===== src/rtl/core/gbes_pkg.sv =====
package gbes_pkg;

   // Fixed widths of the transaction fields.
   localparam int NODE_FIELD_W = 6;
   localparam int DRAW_W       = 16;
   localparam int THRESH_W     = 17;
   localparam int CSR_INDEX_W  = 2;

   // Node indices that the node field can address at all.
   localparam int NODE_LIMIT = 2 ** NODE_FIELD_W;

   // Default node count of the store.
   localparam int NODES_DEFAULT = 64;

   // Operation codes carried in the request tuser.
   typedef enum logic [1:0] {
      OP_CLEAR  = 2'd0,
      OP_SAMPLE = 2'd1,
      OP_ROUND  = 2'd2,
      OP_QUERY  = 2'd3
   } op_type;

   // Stored decision of one node pair.
   typedef enum logic [1:0] {
      PAIR_UNDECIDED = 2'd0,
      PAIR_NO_EDGE   = 2'd1,
      PAIR_EDGE      = 2'd2
   } pair_dec_type;

   // Configuration register indices.
   typedef enum logic [CSR_INDEX_W-1:0] {
      CSR_NODE_THRESHOLD = 2'd0,
      CSR_EDGE_THRESHOLD = 2'd1
   } csr_index_type;

   // Back-end sequencer states.
   typedef enum logic [1:0] {
      ST_SWEEP = 2'd0,
      ST_IDLE  = 2'd1,
      ST_ROUND = 2'd2,
      ST_QUERY = 2'd3
   } state_type;

   // Classified command handed from the front end to the back end.
   typedef struct packed {
      op_type                  op;
      logic                    sample_hit;
      logic                    edge_hit;
      logic                    pair_ok;
      logic [NODE_FIELD_W-1:0] node;
      logic [NODE_FIELD_W-1:0] other;
   } cmd_type;

endpackage


===== src/rtl/core/gbes_queue.sv =====
module gbes_queue (
   input  logic              clock,
   input  logic              reset,
   input  logic              push_valid,
   output logic              push_ready,
   input  gbes_pkg::cmd_type push_data,
   output logic              pop_valid,
   input  logic              pop_ready,
   output gbes_pkg::cmd_type pop_data
);

   import gbes_pkg::*;

   localparam int DEPTH   = 2;
   localparam int PTR_W   = $clog2(DEPTH);
   localparam int COUNT_W = $clog2(DEPTH + 1);

   cmd_type            slot_ff [DEPTH];
   logic [PTR_W-1:0]   wr_ptr_ff, wr_ptr_in;
   logic [PTR_W-1:0]   rd_ptr_ff, rd_ptr_in;
   logic [COUNT_W-1:0] count_ff, count_in;
   logic               do_push;
   logic               do_pop;

   assign push_ready = count_ff != COUNT_W'(DEPTH);
   assign pop_valid  = count_ff != '0;
   assign pop_data   = slot_ff[rd_ptr_ff];
   assign do_push    = push_valid && push_ready;
   assign do_pop     = pop_valid && pop_ready;

   // Pointer and occupancy update.
   always_comb begin
      wr_ptr_in = do_push ? wr_ptr_ff + PTR_W'(1) : wr_ptr_ff;
      rd_ptr_in = do_pop ? rd_ptr_ff + PTR_W'(1) : rd_ptr_ff;
      count_in  = count_ff + COUNT_W'(do_push) - COUNT_W'(do_pop);
   end

   always_ff @(posedge clock) begin
      if (reset) begin
         wr_ptr_ff <= '0;
         rd_ptr_ff <= '0;
         count_ff  <= '0;
      end else begin
         wr_ptr_ff <= wr_ptr_in;
         rd_ptr_ff <= rd_ptr_in;
         count_ff  <= count_in;
      end
   end

   // Command slots hold payload only.
   always_ff @(posedge clock) begin
      if (do_push) begin
         slot_ff[wr_ptr_ff] <= push_data;
      end
   end

endmodule


===== config.mk =====
export PLATFORM = sky130hd
export DESIGN_NAME = gbes_queue
export DESIGN_NICKNAME = d
export VERILOG_FILES = /design/src/rtl/core/gbes_pkg.sv /design/src/rtl/core/gbes_queue.sv
export SDC_FILE = /design/constraint.sdc
export NUM_CORES = 1
export LEC_CHECK = 0
export BUFFER_PORTS_ARGS = -buffer_cell sky130_fd_sc_hd__buf_4
export CORE_ASPECT_RATIO = 0.75
export CORE_MARGIN = 1.5
export CORE_UTILIZATION = 54
export DETAILED_ROUTE_END_ITERATION = 12
export GPL_ROUTABILITY_DRIVEN = 0
export GPL_TIMING_DRIVEN = 0
export PLACE_DENSITY_LB_ADDON = 0.1
export SYNTH_ARGS = -nofsm -noshare
export SYNTH_HDL_FRONTEND = slang
export SYNTH_SLANG_ARGS = --single-unit

===== constraint.sdc =====
create_clock -name clock -period 2.72 [get_ports clock]
set_input_delay 0.408 -clock clock [delete_from_list [all_inputs] [get_ports clock]]
set_output_delay 0.408 -clock clock [all_outputs]
set_load 0.1 [all_outputs]

==> results.yml <==
floorplan:
  std_cell_rows: 16
  fp.dieH_um: 48.4
  initial_utilization: 0.570
  ioPinCount: 40
  fp.coreArea_mm2: 0.00260
  dieArea_mm2: 0.00307
  dieWidth_um: 63.5
synth:
  synth.most_common_cell: "edfxtp_1"
  synth_ff_type: "edfxtp_1"
  synth_edf_count: 34
  synth.distinct_cells: 23
  ys_async_sr_fraction: 0
  avgSynthCellArea_um2: 18.1
  yosys-top-cells-count: "edfxtp_1, mux2_2, dfxtp_1, nor2_1"
  netlist_area_mm2: 0.00148
  postSynthCellCount: 82
  ys_warn_count: 0
  ys_ff_latch: 39
  syn-num-nets: 104
  netlist.area_leader.share: 0.689
  synth_seq_area_share: 0.756
  synth.area.top_cells: "edfxtp_1, mux2_2, dfxtp_1"
  synth_top_cell_by_area: "edfxtp_1"
run_status:
  status: "finished, final reports clean"
clock_tree:
  ctsResizeCount: 0
  cts_tree: "built"
  clk_pin_slew_ns: 0.10
  cts_setup_buffers: 0
  clock_latency_ns: 0.33
  cts_sinks: 39
  htree_levels: 2
  cts_max_path_buffers: 2
  root_buffer: "clkbuf_4"
  cts_hold_buf: 0
  numCtsBuffers: 5
final_layout:
  area_delta_synth_final_pct: 26.1
  n_antenna_cell: 0
  drive_gt1_frac: 0.504
  instances_no_fill: 165
  fillers: 195
  nets: 150
worst_setup_path:
  critPathArrivalTime_ns: 1.71
  r2r-start: "count_ff[0]"
  required_ns: 2.31
  cpPeakStageDelay_ns: 0.37
  path_delay_family: "buffers and inverters"
  critPathBufInv: 3
  crit_top_cell: "buf_4"
  critical_path_peak_fanout: 10
  end_kind: "primary output"
  cp-start-kind: "register"
  crit_slowest_cell: "mux2_2"
  path_class: "reg2out"
  path_cells: "buf_4 > buf_2 > mux2_2 > buf_4"
sta:
  maxSlewViolCount: 0
  relSlewSlack: 0.463
  hold_viol: 0
  max_freq_ghz: 0.473
  rsz0062_at_grt: "false"
  period_share: 0.778
  timing.final.crit_period_ns: 2.11
  tightest_slew_ns: 0.806
  finalSetupViolCount: 0
  setup_tns_ns: 0
  finClkSkew_ns: 0.00368
drt:
  wire_per_inst_um: 13.6
  vias: 847
  wl_mm: 2.25
  drt-initial-drc-count: 18
  dr.pass1.iters: 4
  drtAntennaViolNets: 0
  drcViolationCount: 0
  via_per_inst: 5.13
place:
  dp_hpwl_mm: 1.54
  dp_cells: 157
  portBuffers: 39
grt:
  grt_use_met3: 0.0674
  grt_first_pass_wirelength_mm: 3.67
  use_met1: 0.190
  gr-total-overflow: 0
  gr-usage-met2: 0.270
  grt_pass1_vias: 822
  grtUsageTotal: 0.165
  grt_max_degree: 18
  antenna_found_initial: 0
  busiest_layer: "met2"
job:
  maxCapViolations: 0
power_and_ir_drop:
  max-vdd-ir-drop_uv: 640
  power_density_mw_per_mm2: 1030
  leakagePower_nw: 0.726
min_path:
  worstHoldPathType: "in2reg"
  holdCritStartpoint: "push_data[3]"
## path summary, 6_finish.rpt
kind / end / slack (ns) / cells after the start
worst min register to register: register / 0.54 / 2
worst max register to register: slot_ff[1][12] / 0.98 / 2
worst max-delay path: pop_data[9] / 0.61 / 4
worst min-delay path: slot_ff[0][3] / 0.26 / 1
## state kept, by name, indices dropped and copies added (netlist names), named ones only
signal     count
count_ff       2
rd_ptr_ff      1
slot_ff       34
wr_ptr_ff      1
## through the flow
step | hold slack, ns | worst slack [ns] | instance area [um2] | power [mW] | util
6_report | 0.255 | 0.605 | 1870 | 1.93 | 0.718
5_1_grt | 0.230 | 0.508 | 1870 | 2.01 | 0.718
4_1_cts | 0.245 | 0.583 | 1870 | 1.94 | 0.718
3_5_place_dp | 0.497 | 0.961 | 1820 | 1.68 | 0.700
3_3_place_gp | 0.488 | 0.988 | 1820 | 1.67 | 0.700
2_1_floorplan | 0.472 | 0.468 | 1480 | 1.52 | -
## power by group
part	switching, mW	internal [mW]	leakage [nW]
sequential	0.0305	0.730	0.359
clock	0.167	0.0958	0.0273
combinational	0.684	0.222	0.339
## cells in the final DEF, fill, tap and decap left out, types with 2 or more instances in the layout
cell type | Yosys | routed
buf_4 | 1 | 40
clkbuf_4 | 0 | 5
clkinv_1 | 0 | 2
dfxtp_1 | 5 | 5
edfxtp_1 | 34 | 34
mux2_2 | 17 | 17
nor2_1 | 5 | 5
nor2b_1 | 2 | 2
o21ai_0 | 2 | 2
## logic make-up after synthesis
kind of cell,Yosys count,synth area share
adders and majority gates,1,0.00844
and+or+nand+nor,13,0.0473
xor gates and xnor gates,1,0.00591
muxes,18,0.137
DFF,39,0.756
buffers and inverters,3,0.0110
AOI/OAI and AO/OA,7,0.0346
## routing by layer
layer  up-vias  wire, um
met5         -         0
met4         0        38
met3         4       140
met2        24      1190
met1       414       886
li1        405         -
## worst reg2reg max path, cell delays in order, from the launching register on
cell      delay (ns)
dfxtp_1         0.46
nand2b_1        0.21
and3_1          0.71
## final cells by class
cell class	count	area, um2	area share
Multi-Input combinational cell	40	345	0.185
Timing Repair Buffer	39	293	0.157
Tap cell	36	45.0	0.0241
Clock inverter	2	7.51	0.00402
Inverter	1	3.75	0.00201
Clock buffer	6	41.3	0.0221
Buffer	2	12.5	0.00669
Sequential cell	39	1120	0.600
(Power assumes the default switching activity.)
