[config.mk]
export PLATFORM = sky130hd
export DESIGN_NAME = gbes_front
export DESIGN_NICKNAME = d
export VERILOG_FILES = /design/src/rtl/core/gbes_pkg.sv /design/src/rtl/core/gbes_front.sv
export SDC_FILE = /design/constraint.sdc
export NUM_CORES = 1
export LEC_CHECK = 0
export ABC_CLOCK_PERIOD_IN_PS = 2400
export BUFFER_PORTS_ARGS = -buffer_cell sky130_fd_sc_hd__buf_2
export CAP_MARGIN = 15
export CORE_MARGIN = 4
export CORE_UTILIZATION = 50
export CTS_CLUSTER_DIAMETER = 30
export DETAILED_ROUTE_END_ITERATION = 8
export GPL_ROUTABILITY_DRIVEN = 1
export PLACE_DENSITY = 0.8
export SLEW_MARGIN = 20
export SYNTH_ARGS = -nofsm -noshare
export SYNTH_HDL_FRONTEND = slang
export SYNTH_SLANG_ARGS = --single-unit
[constraint.sdc]
create_clock -name clock -period 2.4 [get_ports clock]
set_input_delay 0.48 -clock clock [delete_from_list [all_inputs] [get_ports clock]]
set_output_delay 0.48 -clock clock [all_outputs]
set_load 0.02 [all_outputs]
[src/rtl/core/gbes_pkg.sv]
package gbes_pkg;

   // Fixed widths of the transaction fields.
   localparam int NODE_FIELD_W = 6;
   localparam int DRAW_W       = 16;
   localparam int THRESH_W     = 17;
   localparam int CSR_INDEX_W  = 2;

   // Node indices that the node field can address at all.
   localparam int NODE_LIMIT = 2 ** NODE_FIELD_W;

   // Default node count of the store.
   localparam int NODES_DEFAULT = 64;

   // Operation codes carried in the request tuser.
   typedef enum logic [1:0] {
      OP_CLEAR  = 2'd0,
      OP_SAMPLE = 2'd1,
      OP_ROUND  = 2'd2,
      OP_QUERY  = 2'd3
   } op_type;

   // Stored decision of one node pair.
   typedef enum logic [1:0] {
      PAIR_UNDECIDED = 2'd0,
      PAIR_NO_EDGE   = 2'd1,
      PAIR_EDGE      = 2'd2
   } pair_dec_type;

   // Configuration register indices.
   typedef enum logic [CSR_INDEX_W-1:0] {
      CSR_NODE_THRESHOLD = 2'd0,
      CSR_EDGE_THRESHOLD = 2'd1
   } csr_index_type;

   // Back-end sequencer states.
   typedef enum logic [1:0] {
      ST_SWEEP = 2'd0,
      ST_IDLE  = 2'd1,
      ST_ROUND = 2'd2,
      ST_QUERY = 2'd3
   } state_type;

   // Classified command handed from the front end to the back end.
   typedef struct packed {
      op_type                  op;
      logic                    sample_hit;
      logic                    edge_hit;
      logic                    pair_ok;
      logic [NODE_FIELD_W-1:0] node;
      logic [NODE_FIELD_W-1:0] other;
   } cmd_type;

endpackage

[src/rtl/core/gbes_front.sv]
module gbes_front #(
   parameter int NODES = 64
) (
   input  logic                                clock,
   input  logic                                reset,
   input  logic                                req_tvalid,
   output logic                                req_tready,
   input  logic [31:0]                         req_tdata,
   input  logic [1:0]                          req_tuser,
   input  logic                                csr_valid,
   output logic                                csr_ready,
   input  logic [gbes_pkg::CSR_INDEX_W-1:0]    csr_index,
   input  logic [gbes_pkg::THRESH_W-1:0]       csr_wdata,
   input  logic                                store_ready,
   output logic                                push_valid,
   input  logic                                push_ready,
   output gbes_pkg::cmd_type                   push_data
);

   import gbes_pkg::*;

   localparam int EFF_NODES = (NODES < NODE_LIMIT) ? NODES : NODE_LIMIT;
   localparam logic [NODE_FIELD_W:0] EFF_NODES_V = (NODE_FIELD_W + 1)'(EFF_NODES);

   logic [THRESH_W-1:0]     node_thr_ff, node_thr_in;
   logic [THRESH_W-1:0]     edge_thr_ff, edge_thr_in;
   logic [NODE_FIELD_W-1:0] node;
   logic [NODE_FIELD_W-1:0] other;
   logic [DRAW_W-1:0]       draw;

   // Configuration writes are always taken.
   assign csr_ready = 1'b1;

   always_comb begin
      node_thr_in = node_thr_ff;
      edge_thr_in = edge_thr_ff;
      if (csr_valid) begin
         unique case (csr_index)
            CSR_NODE_THRESHOLD: node_thr_in = csr_wdata;
            CSR_EDGE_THRESHOLD: edge_thr_in = csr_wdata;
            default: ;
         endcase
      end
   end

   always_ff @(posedge clock) begin
      if (reset) begin
         node_thr_ff <= '0;
         edge_thr_ff <= '0;
      end else begin
         node_thr_ff <= node_thr_in;
         edge_thr_ff <= edge_thr_in;
      end
   end

   // Unpack the request payload.
   assign node  = req_tdata[NODE_FIELD_W-1:0];
   assign other = req_tdata[2*NODE_FIELD_W-1:NODE_FIELD_W];
   assign draw  = req_tdata[2*NODE_FIELD_W+DRAW_W-1:2*NODE_FIELD_W];

   // Classify the transaction and precompute both threshold compares.
   always_comb begin
      push_data.op         = op_type'(req_tuser);
      push_data.sample_hit = ({1'b0, node} < EFF_NODES_V) && ({1'b0, draw} < node_thr_ff);
      push_data.edge_hit   = {1'b0, draw} < edge_thr_ff;
      push_data.pair_ok    = (node < other) && ({1'b0, other} < EFF_NODES_V);
      push_data.node       = node;
      push_data.other      = other;
   end

   // Hold requests off while the store is being swept.
   assign push_valid = req_tvalid && store_ready;
   assign req_tready = push_ready && store_ready;

endmodule

==> run summary, run 1 <==
Share of cells above drive strength 1: 0.3181
PortBufs: 69
R2R Path Start: node_thr_ff[10]
Arr. time, crit path: 2.04 ns
Simple-gate share of the synthesized area: 0.1961
Hold-fix buffers at CTS: 0
Crit. Startpoint: node_thr_ff[10]
Mux cell area share after synthesis: 0
Critical path peak fanout: 2
Max Clock Freq: 0.3973 GHz
Core area: 4115 µm²
Congestion Overflow GR: 0
CTS clock-pin slew for the worst setup and hold paths: 0.08 ns
Clock network fraction of design power: 0.319
Post-route worst setup slack: -0.1173 ns
Leak pwr: 0.001154 µW
Antenna Cells: 0
Drt initial violations: 102
Number of global-route vias before repair: 2039
Post-synthesis compound-gate area fraction: 0.1607
Worst Skew: 0 ns
Synthesized cell area: 2188 µm²
Cell count after synthesis: 291
Worst EP required: 1.92 ns
Violated checks: setup timing
Startpoint types: flop
Final core occ: 0.6604
Placed instance area: 2480 µm²
Vias per inst: 5.276
Pwr dens: 491.5 nW/µm²
GPL Wtd Cong: 0.8108
Seq cells post-synth: 34
Multi-input gate area: 1335 µm²
Nets@finish: 444
Antenna violations before repair: 0
Distinct cell type count after synthesis: 29
DP Worst Slack: -0.1329 ns
Switch Pwr: 385.2 µW
DRC: 0
Worst-Margin Slew: 0.7028 ns
Global-route wire length before repair: 8590 µm
Total power: 1336 µW
YS warnings: 0
Syn Area/Cell: 7.520 µm²
R2r setup slk: 1.66 ns
Clk_lat worst skew: 0.28 ns
Crit. End Element: primary output
Peak supply drop: 0.0003064 V
Post-route minimum period: 2.517 ns
Chip height: 74.16 µm
Total wire length: 5379 µm
Root Driver: clkbuf_8
Pin count of the biggest net entering global routing: 35
Final instance area: 2718 µm²
Crit path capture: push_data[14]
Endpoints failing hold: 0
CTS tree: built
H-tree depth: 2
Clock sink count: 34
HPWL after DPL: 3757 µm
Wire per inst: 13.48 µm
Row cnt: 23
Hold Crit Depth: 3
Combinational Power Share: 0.237
Largest family of logic cells by synthesized area: adder cells
Syn-to-layout area delta: 24.19%
Final setup viols: 2
Post-synthesis xor/xnor area fraction: 0
Initial Util: 0.5318
Outcome: complete, but fails checks
Fin crit share: 1.049
I/O pins: 79
Max_cap viols: 0
Die Wd: 74.16 µm
Initial DRT Pass Iterations: 4
Capturing point of the worst reg2reg path: node_thr_ff[10]
Routed Antenna Nets: 0
Clock Tree Buf Depth: 2
Total CTS buffers: 5
Register Area: 688.2 µm²
Sw Share: 0.2884
Worst min path class: in2reg
Full die area: 5499 µm²
Total track usage: 0.2015
CP Class: reg2out
Post-synthesis sequential area ratio: 0.3110
Relative slew slack: 0.5315
Sequential fraction of design power: 0.444
Reg2Reg Depth: 3
Pins over their slew limit: 0
Number of filler cells placed in the layout: 361
Synthesized-area fraction occupied by adder cells: 0.2001
Mapped Nets: 385
Internal power: 950.6 µW
RSZ-0062 raised after global routing: yes
Vias post-DR: 2105
==> cells in the final DEF, fill, tap and decap left out, drive strengths merged <==
cell / netlist / layout
nand2: 77 / 77
buf: 19 / 77
a21oi: 48 / 48
inv: 35 / 35
ha: 35 / 35
dfxtp: 34 / 34
clkbuf: 6 / 6
a211oi: 4 / 4
o21ai: 4 / 4
a21o: 3 / 3
nand2b: 3 / 3
nor2: 3 / 3
and2: 2 / 2
nand3: 2 / 2
nand4: 2 / 2
a41oi: 2 / 2
or4b: 2 / 2
o22a: 2 / 2
nor4: 2 / 2
nor3: 1 / 1
and3b: 1 / 1
nand3b: 1 / 1
nor3b: 1 / 1
or3b: 1 / 1
conb: 1 / 1
==> critical path: stages, from the launching register on <==
cell,delay [ns]
dfxtp_2,0.34
inv_2,0.04
ha_4,0.26
a21oi_2,0.06
o21ai_2,0.18
a41oi_2,0.05
or4b_1,0.47
o22a_1,0.20
buf_6,0.14
==> power by group through the flow <==
stage	Combinational (µW)	Clock (µW)	Sequential, µW
detailed placement	275	0	605
floorplan	184	0	602
finish	316	426	593
global route	354	448	595
global placement	268	0	604
CTS	307	427	593
==> timing repair <==
action	in CTS	in global routing
resized for setup	26	4
pin swaps	9	2
endpoints found under the setup margin	2	2
setup buffers	2	1
==> through the flow <==
| step | TNS, ns | hold slack [ns] | cells |
|---|---|---|---|
| 6_report | -0.2225 | 0.4248 | 399 |
| 5_1_grt | -0.3853 | 0.4323 | 399 |
| 4_1_cts | -0.1786 | 0.4302 | 398 |
| 3_5_place_dp | -0.2605 | 0.4465 | 390 |
| 3_3_place_gp | -0.1986 | 0.4436 | 390 |
| 2_1_floorplan | 0 | 0.4363 | 291 |
==> cells by family (layout without fill, tap and decap cells) <==
logic type	after synthesis	count (layout)
flip-flops	34	34
buffers and inverters	60	118
AO/OA/AOI/OAI	63	63
other	1	1
AND/OR/NAND/NOR	98	98
adder cells (fa/ha/maj)	35	35
==> synth_stat cells (all sizes together) <==
| cell type | count | area share |
|---|---|---|
| ha | 35 | 0.20 |
| nor3 | 1 | 0.0023 |
| a41oi | 2 | 0.0080 |
| or3b | 1 | 0.0040 |
| nand3b | 1 | 0.0034 |
| nor3b | 1 | 0.0057 |
| o21ai | 4 | 0.011 |
| nand2 | 77 | 0.13 |
| o22a | 2 | 0.0080 |
| a21o | 3 | 0.010 |
| clkbuf | 6 | 0.010 |
| nand4 | 2 | 0.0057 |
| nor2 | 3 | 0.0051 |
| and3b | 1 | 0.0040 |
| a211oi | 4 | 0.014 |
| a21oi | 48 | 0.11 |
| and2 | 2 | 0.0057 |
| nand2b | 3 | 0.0086 |
| nand3 | 2 | 0.0046 |
| inv | 35 | 0.060 |
| conb | 1 | 0.0017 |
| nor4 | 2 | 0.0057 |
| or4b | 2 | 0.0091 |
| buf | 19 | 0.060 |
| dfxtp | 34 | 0.31 |
==> worst min path at each step <==
stage | start | end | slack (ns)
final | csr_wdata[11] | edge_thr_ff[11] | 0.42
after global routing | csr_wdata[11] | node_thr_ff[11] | 0.43
after CTS | csr_wdata[10] | node_thr_ff[10] | 0.43
after detailed placement | node_thr_ff[4] | node_thr_ff[4] | 0.45
after global placement | edge_thr_ff[8] | edge_thr_ff[8] | 0.44
after floorplan | edge_thr_ff[10] | edge_thr_ff[10] | 0.44
==> layer usage <==
layer	share of wire	vias to the layer above	track usage	wire length (µm)
met2	0.51	68	0.3799	2717
met4	0.020	0	0.06841	107
met1	0.39	965	0.2195	2100
met5	0	-	0	0
met3	0.084	12	0.04595	452
li1	-	1060	-	-
==> sequential cells by signal (all words and copies together) (netlist names) <==
signal / flops
edge_thr_ff: 17
node_thr_ff: 17
==> layout make-up <==
| class | instances | share of cell area |
|---|---|---|
| clock buffer | 6 | 0.03039 |
| inverter | 35 | 0.04834 |
| tap | 50 | 0.02302 |
| sequential | 34 | 0.2532 |
| multi-input combinational | 197 | 0.4913 |
| timing repair buffer | 77 | 0.1538 |
Note: power is estimated with default switching activity, not from simulation.
==> inputs of run 2 (changes only) <==
Settings changed: CELL_PAD_IN_SITES_DETAIL_PLACEMENT set to 0, CELL_PAD_IN_SITES_GLOBAL_PLACEMENT set to 2, CORE_UTILIZATION 50 to 27, GPL_TIMING_DRIVEN set to 0, PLACE_DENSITY 0.8 to 0.82.
==> run 2 against run 1 <==
Effect of this change: the flow still finishes with violations (setup timing); non-clock buffer count up 22; clock power up 3%; count of clock-buffer cells in the layout up 1; sequential share of layout area down 1.8 points; final cell count up 19%; first-iteration DRC count down 64%; highest routed layer unchanged.
==> run summary, run 2 (same netlist as run 1, synthesis figures left out) <==
Outcome: complete, but fails checks
Violated checks: setup timing
Hold-fix buffers at CTS: 0
Clock sink count: 34
CTS tree: built
Total track usage: 0.1234
Clock network fraction of design power: 0.320
Pin count of the biggest net entering global routing: 11
GPL Wtd Cong: 0.7742
Crit. Startpoint: node_thr_ff[10]
Core area: 7807 µm²
Final core occ: 0.3750
Number of filler cells placed in the layout: 852
Endpoints failing hold: 0
Nets@finish: 466
Row cnt: 32
Internal power: 973.6 µW
Chip height: 98.03 µm
Full die area: 9609 µm²
PortBufs: 70
Relative slew slack: 0.6002
Leak pwr: 0.001238 µW
Sw Share: 0.2876
Fin crit share: 1.042
Global-route wire length before repair: 9611 µm
Antenna Cells: 0
Post-route worst setup slack: -0.1019 ns
Antenna violations before repair: 0
HPWL after DPL: 4598 µm
Critical path peak fanout: 2
Routed Antenna Nets: 0
Vias post-DR: 2074
Final instance area: 2928 µm²
Sequential fraction of design power: 0.434
Number of global-route vias before repair: 2113
Congestion Overflow GR: 0
H-tree depth: 2
Top Registers: edge_thr_ff: 17 flops, node_thr_ff: 17 flops
CP Class: reg2out
Combinational Power Share: 0.247
Vias per inst: 4.366
Final setup viols: 2
Clock Tree Buf Depth: 2
Worst Skew: 0 ns
DP Worst Slack: -0.1991 ns
Startpoint types: flop
DRC: 0
Reg2Reg Depth: 2
R2R Path Start: edge_thr_ff[16]
CTS clock-pin slew for the worst setup and hold paths: 0.07 ns
Hold Crit Depth: 3
Post-route insts no fill: 475
Total wire length: 5728 µm
Worst min path class: in2reg
Initial DRT Pass Iterations: 4
Drt initial violations: 37
Worst-Margin Slew: 0.5997 ns
Hold path start: csr_wdata[12]
Worst EP required: 1.92 ns
Total CTS buffers: 5
RSZ-0062 raised after global routing: yes
Pins over their slew limit: 0
Die Wd: 98.03 µm
Max_cap viols: 0
Syn-to-layout area delta: 33.79%
Peak supply drop: 0.0002551 V
Wire per inst: 12.06 µm
Multi-input gate area: 1343 µm²
Arr. time, crit path: 2.02 ns
Placed instance area: 2666 µm²
Switch Pwr: 393.0 µW
Pwr dens: 466.8 nW/µm²
Leading cell type in the layout, fill and taps excluded: nand2_1
Commonest cells after routing, fill and taps aside: nand2_1, buf_2, a21oi_1
I/O pins: 79
Crit. End Element: primary output
Clk_lat worst skew: 0.28 ns
Root Driver: clkbuf_8
Post-route minimum period: 2.502 ns
Placed insts: 463
Share of cells above drive strength 1: 0.3432
Max Clock Freq: 0.3997 GHz
Register Area: 688.2 µm²
Initial Util: 0.2803
==> run 2: stage by stage <==
stage	hold WS, ns	total power (µW)	setup TNS (ns)
final	0.4387	1367	-0.1955
after global routing	0.4299	1457	-0.3390
after CTS	0.4270	1386	-0.1963
after detailed placement	0.4477	905.1	-0.3968
after global placement	0.4423	900.5	-0.3854
after floorplan	0.4363	786.0	0
==> run 2: final timing paths <==
check	to	slack, ns
max	push_data[14]	-0.10
min	node_thr_ff[12]	0.44
max reg2reg	edge_thr_ff[16]	1.77
min reg2reg	node_thr_ff[8]	0.45
==> run 2: worst max-delay path, cell delays in order (launching register included) <==
cell	delay, ns
dfxtp_2	0.33
inv_2	0.04
ha_4	0.26
a21oi_1	0.07
o21ai_2	0.16
a41oi_2	0.05
or4b_1	0.47
o22a_1	0.21
buf_6	0.14
==> run 2: per-layer routing <==
layer	share of wire	GRT usage	vias up
li1	-	-	1104
met1	0.45	0.1545	902
met5	0	0	-
met4	0.019	0.04686	0
met3	0.062	0.02929	8
met2	0.47	0.2052	60
==> run 2: timing repair <==
item,4_1_cts,5_1_grt
cloned,0,0
resized for setup,28,3
endpoints found under the setup margin,2,3
buffers inserted,4,0
pin swaps,9,0
==> run 2: cell type report <==
cell class / count / share of cell area
buffer: 25 / 0.05256
clock buffer: 7 / 0.02949
clock inverter: 1 / 0.001709
inverter: 35 / 0.04487
multi-input combinational: 197 / 0.4585
sequential: 34 / 0.2350
tap: 102 / 0.04359
timing repair buffer: 74 / 0.1342
==> run 2: power groups by stage <==
stage / clock network, µW / logic [µW] / registers [µW]
2_1_floorplan: 0 / 184 / 602
3_3_place_gp: 0 / 296 / 604
3_5_place_dp: 0 / 300 / 605
4_1_cts: 456 / 337 / 593
5_1_grt: 478 / 383 / 596
6_report: 437 / 337 / 593
